$ cat config.mk
export PLATFORM = sky130hd
export DESIGN_NAME = cau_div
export DESIGN_NICKNAME = d
export VERILOG_FILES = /design/src/rtl/cau_pkg.sv /design/src/rtl/cau_div.sv
export SDC_FILE = /design/constraint.sdc
export NUM_CORES = 1
export LEC_CHECK = 0
export ABC_AREA = 1
export BUFFER_PORTS_ARGS = -buffer_cell sky130_fd_sc_hd__buf_2
export CAP_MARGIN = 20
export CORE_ASPECT_RATIO = 0.6
export CORE_MARGIN = 2
export CORE_UTILIZATION = 55
export DETAILED_ROUTE_END_ITERATION = 16
export PLACE_DENSITY_LB_ADDON = 0.2
export SETUP_SLACK_MARGIN = 0.15
export SLEW_MARGIN = 40
export SYNTH_ARGS = -nofsm -noshare
export SYNTH_HDL_FRONTEND = slang
export SYNTH_SLANG_ARGS = --single-unit
$ cat constraint.sdc
create_clock -name clk -period 4.3 [get_ports clk]
set_input_delay 0.215 -clock clk [delete_from_list [all_inputs] [get_ports clk]]
set_output_delay 0.215 -clock clk [all_outputs]
set_load 0.02 [all_outputs]
$ cat src/rtl/cau_pkg.sv
`timescale 1ns / 1ps
// Shared types and constants of the centroid attraction update block.
// Used by the serial divider and the top level.
package cau_pkg;

	// Field widths
	localparam int COORD_W = 32;
	localparam int SUM_W   = 40;
	localparam int IDX_W   = 7;
	localparam int ALPHA_W = 16;
	localparam int POP_W   = 9;
	localparam int DIMC_W  = 8;
	localparam int CFG_W   = 16;

	// Parameter defaults
	localparam int DIM_MAX_DEF = 128;
	localparam int POP_MAX_DEF = 256;

	// Register reset values
	localparam logic [ALPHA_W-1:0] ALPHA_RST = 16'd6554;
	localparam logic [POP_W-1:0]   POP_RST   = 9'd1;
	localparam logic [DIMC_W-1:0]  DIMC_RST  = 8'd1;

	// Configuration register indexes
	typedef enum logic [1:0] {
		CFG_ALPHA = 2'd0,
		CFG_POP   = 2'd1,
		CFG_DIMC  = 2'd2,
		CFG_NONE  = 2'd3
	} cfg_idx_t;

	// Operation codes of an input item
	typedef enum logic [1:0] {
		MODE_BOUNDS = 2'd0,
		MODE_ACCUM  = 2'd1,
		MODE_UPDATE = 2'd2,
		MODE_NONE   = 2'd3
	} mode_t;

	// Result status codes
	typedef enum logic [1:0] {
		ST_INSIDE = 2'd0,
		ST_LOWER  = 2'd1,
		ST_UPPER  = 2'd2,
		ST_RANGE  = 2'd3
	} status_t;

	// Sequencer states
	typedef enum logic [2:0] {
		S_IDLE,
		S_DECODE,
		S_READ,
		S_DIV,
		S_DIFF,
		S_MUL,
		S_ADD,
		S_EMIT
	} cau_state_t;

	typedef struct packed {
		mode_t                     mode;
		logic [IDX_W-1:0]          dim_index;
		logic signed [COORD_W-1:0] coord_value;
		logic                      first_individual;
		logic signed [COORD_W-1:0] lower_limit;
		logic signed [COORD_W-1:0] upper_limit;
	} cau_item_t;

	typedef struct packed {
		logic signed [COORD_W-1:0] new_value;
		logic [IDX_W-1:0]          out_dim_index;
		status_t                   status;
	} cau_result_t;

endpackage

$ cat src/rtl/cau_div.sv
`timescale 1ns / 1ps
// Serial signed divider: restoring division, one quotient bit per cycle.
// Quotient truncates toward zero; depends on cau_pkg for default widths.
module cau_div
	import cau_pkg::*;
#(
	parameter int NW = SUM_W,
	parameter int DW = POP_W
) (
	input  logic                 clk,
	input  logic                 arst_n,
	input  logic                 start,
	input  logic signed [NW-1:0] dividend,
	input  logic [DW-1:0]        divisor,
	output logic                 busy,
	output logic                 done,
	output logic signed [NW-1:0] quotient
);
	localparam int CNT_W = $clog2(NW + 1);

	logic             busy_q;
	logic             done_q;
	logic [CNT_W-1:0] cnt_q;
	logic             neg_q;
	logic [NW-1:0]    quo_q;
	logic [DW-1:0]    rem_q;
	logic [DW-1:0]    div_q;
	logic [DW:0]      trial;
	logic             fits;

	// Shift the next dividend bit into the partial remainder and test it
	assign trial = {rem_q, quo_q[NW-1]};
	assign fits  = trial >= {1'b0, div_q};

	// Step control
	always_ff @(posedge clk or negedge arst_n) begin
		if (!arst_n) begin
			busy_q <= 1'b0;
			done_q <= 1'b0;
			cnt_q  <= '0;
		end else begin
			done_q <= 1'b0;
			if (start) begin
				busy_q <= 1'b1;
				cnt_q  <= CNT_W'(NW);
			end else if (busy_q) begin
				cnt_q <= cnt_q - 1'b1;
				if (cnt_q == CNT_W'(1)) begin
					busy_q <= 1'b0;
					done_q <= 1'b1;
				end
			end
		end
	end

	// Load magnitude, then advance one quotient bit per cycle
	always_ff @(posedge clk) begin
		if (start) begin
			neg_q <= dividend[NW-1];
			quo_q <= dividend[NW-1] ? NW'(-dividend) : NW'(dividend);
			rem_q <= '0;
			div_q <= divisor;
		end else if (busy_q) begin
			quo_q <= {quo_q[NW-2:0], fits};
			rem_q <= fits ? DW'(trial - {1'b0, div_q}) : trial[DW-1:0];
		end
	end

	assign busy     = busy_q;
	assign done     = done_q;
	assign quotient = neg_q ? -$signed(quo_q) : $signed(quo_q);
endmodule

==> results.md <==
* Peak supply drop at 241 uV
* Crit path required time at 4.09 ns
* Pre-antenna DRT Iters at 6
* Int Power at 1580 uW
* Mapped Nets at 900
* Cell area after layout at 0.00654 sq mm
* Initial antenna violation count at 0
* Least-Margin Pin Slew at 0.753 ns
* Tcrit/Tclk final at 58.4%
* All-Layer GR Usage at 30.7%
* Sequential share of power at 34.5%
* Synth cell count leaders: nand2_1, inv_1, nand3_1
* Floorplan row count at 28
* Kind of critical path: reg2out
* CTS Buf Count at 9
* Routed Antenna Nets at 0
* Final min period at 2.51 ns
* Initial core utilization at 56.9%
* GR Util met3 at 11.5%
* TritonCTS clock tree: yes
* Max Slew Vio Count at 0
* Post-synth top area cell: edfxtp_1
* Clk_skew at 0.00527 ns
* Leak pwr at 0.00319 uW
* Clock share of power at 27.6%
* Clock sinks at 67
* Synthesis Warnings at 0
* Share of the synthesized area in the top cell type at 26.5%
* Busiest grt layer: met1
* Comb power frac at 37.9%
* Ports at 94
* Sw Ratio at 39.3%
* Post-Syn Instances at 834
* Mean area per synthesized cell at 6.79 sq um
* Final setup fails at 0
* Psw at 1020 uW
* Chip height at 82.6 um
* PortBufs at 93
* Post-synth top flop: edfxtp_1
* Setup crit end kind: output port
* Crit-path max FO at 6
* Die area at 0.0112 sq mm
* Hold crit path type: in2reg
* Count leader, synth: nand2_1
* # nets final at 989
* RSZ-0062 raised after global routing: no
* Run status: complete, no violations
* HPWL after DPL at 13.3 mm
* Arr. time, crit path at 2.30 ns
* Average wire per standard cell at 15.7 um
* Largest net degree at the start of global routing at 45
* Slew HR at 49.6%
* Post-DP Area at 0.00624 sq mm
* Clock latency at the later pin of the worst-skew pair at 0.33 ns
* Post-CTS Resized at 0
* Hold Vio Cnt, Final at 0
* Vias in the first global route at 4914
* Fill cells at 937
* Total Wirelength at 16.7 mm
* Clock-pin slew on the worst setup and hold paths at 0.06 ns
* CTS max path bufs at 2
* Layout area overhead at 15.5%
* Pwr/cell area at 397 mW/mm^2
* Antenna Cells at 0
* First-pass GRT wire length at 25.9 mm
* Setup TNS at 0 ns
* Core region area at 0.00995 sq mm
* Cts hold-fix bufs at 1
* Clock root buffer: clkbuf_16
* GR Layer Usage met2 at 39.2%
* Number of synthesized register bits at 67
* Ys async rst share at 11.9%
* DR vias at 5920
* RD Place Congestion at 0.999
* Via density per instance at 5.57
* Layout cells sized above 1 at 15.8%
* Met1 GRT Util at 48.7%
* Area contributors post-synth: edfxtp_1, nand2_1, nand3_1
* Fmax at 398 MHz
* Startpoint Class: register
* Post-route DRC at 0
* Postcts setup bufs at 0
* Register area share after synthesis at 33.2%
* Netlist cell types at 42
* Starting DRT DRC Count at 846
* Grt ovf at 0
* Horiz. Die Dim at 135 um
* EDFF count, synth at 50
* Max-cap violations at 0
* Max H-tree Level at 3
* Cell Area, Synth at 0.00566 sq mm
-- worst paths after layout --
check	from	cells past startpoint	slack, ns	endpoint
max	quo_q[0]	9	1.79	quotient[18]
min	divisor[6]	1	0.06	div_q[6]
max reg2reg	quo_q[39]	12	2.03	quo_q[0]
min reg2reg	rem_q[4]	2	0.48	rem_q[4]
max in group asynchronous	arst_n	2	3.88	busy
min in group asynchronous	arst_n	2	0.26	cnt_q[4]
-- state kept, by name, summed over array words and instances, names as in the netlist --
signal,flops
busy,1
cnt_q,6
div_q,9
done,1
neg_q,1
quo_q,40
rem_q,9
-- final cells by class --
class	count	area, sq um	share of cell area [%]
flip-flops and latches	67	1880	28.8
clock inverters	7	66.3	1.01
inverters	118	443	6.77
well taps	135	169	2.58
repair buffers	98	505	7.73
multi-input cells	629	3250	49.7
clock buffers	9	225	3.44
-- metal layers --
metal  vias to the layer above  share of wire (%)
met5                         -                  0
met4                         0               0.24
met2                       382                 36
met3                         7                 15
li1                       2893                  -
met1                      2638                 49
-- cell families (layout without fill, tap and decap cells) --
| family | count (synthesis) | count (layout) | synth area share, % |
|---|---|---|---|
| AO/OA/AOI/OAI | 84 | 84 | 8.11 |
| XOR/XNOR | 50 | 50 | 7.73 |
| flip-flops | 67 | 67 | 33.2 |
| adder cells (fa/ha/maj) | 14 | 14 | 3.23 |
| AND/OR/NAND/NOR | 481 | 481 | 38.3 |
| buffers and inverters | 138 | 232 | 9.41 |
-- cells in the final DEF (no fill, tap or decap), types with 5 or more instances in the layout --
master / count
nand2_1: 230
inv_1: 114
nand3_1: 101
buf_2: 93
nor2_1: 85
o21ai_0: 52
edfxtp_1: 50
xor2_1: 43
nand4_1: 20
a21oi_1: 14
ha_1: 13
nor2_2: 9
nor3_1: 9
clkbuf_16: 9
dfxtp_1: 9
dfrtp_1: 8
xnor2_1: 7
nor2_4: 6
o21ai_1: 5
nand2_2: 5
-- power by group through the flow --
stage | Sequential, uW | Combinational [uW] | Clock [uW]
2_1_floorplan | 874 | 703 | 0
3_3_place_gp | 900 | 953 | 0
3_5_place_dp | 903 | 959 | 0
4_1_cts | 891 | 966 | 723
5_1_grt | 906 | 1090 | 754
6_report | 897 | 986 | 716
-- critical path, stage by stage, from the launching register on --
cell and delay (ns):
edfxtp_1 0.39, inv_1 0.16, ha_1 0.34, nand4_4 0.18, nor2_4 0.15, nand3_2 0.13, nand2_1 0.15, nand2_1 0.10
xor2_1 0.18, buf_2 0.19
-- through the flow --
step                      cells  total power (uW)  setup slack (ns)  utilization, %  hold slack (ns)
after floorplan             834              1580              2.29               -          -0.0806
after global placement     1046              1850              2.11            62.7           0.0662
after detailed placement   1046              1860              2.07            62.7           0.0648
after CTS                  1063              2580              1.78            65.7           0.0523
after global routing       1063              2750              1.56            65.7           0.0495
final                      1063              2600              1.79            65.7           0.0609
Note: power is estimated with default switching activity, not from simulation.
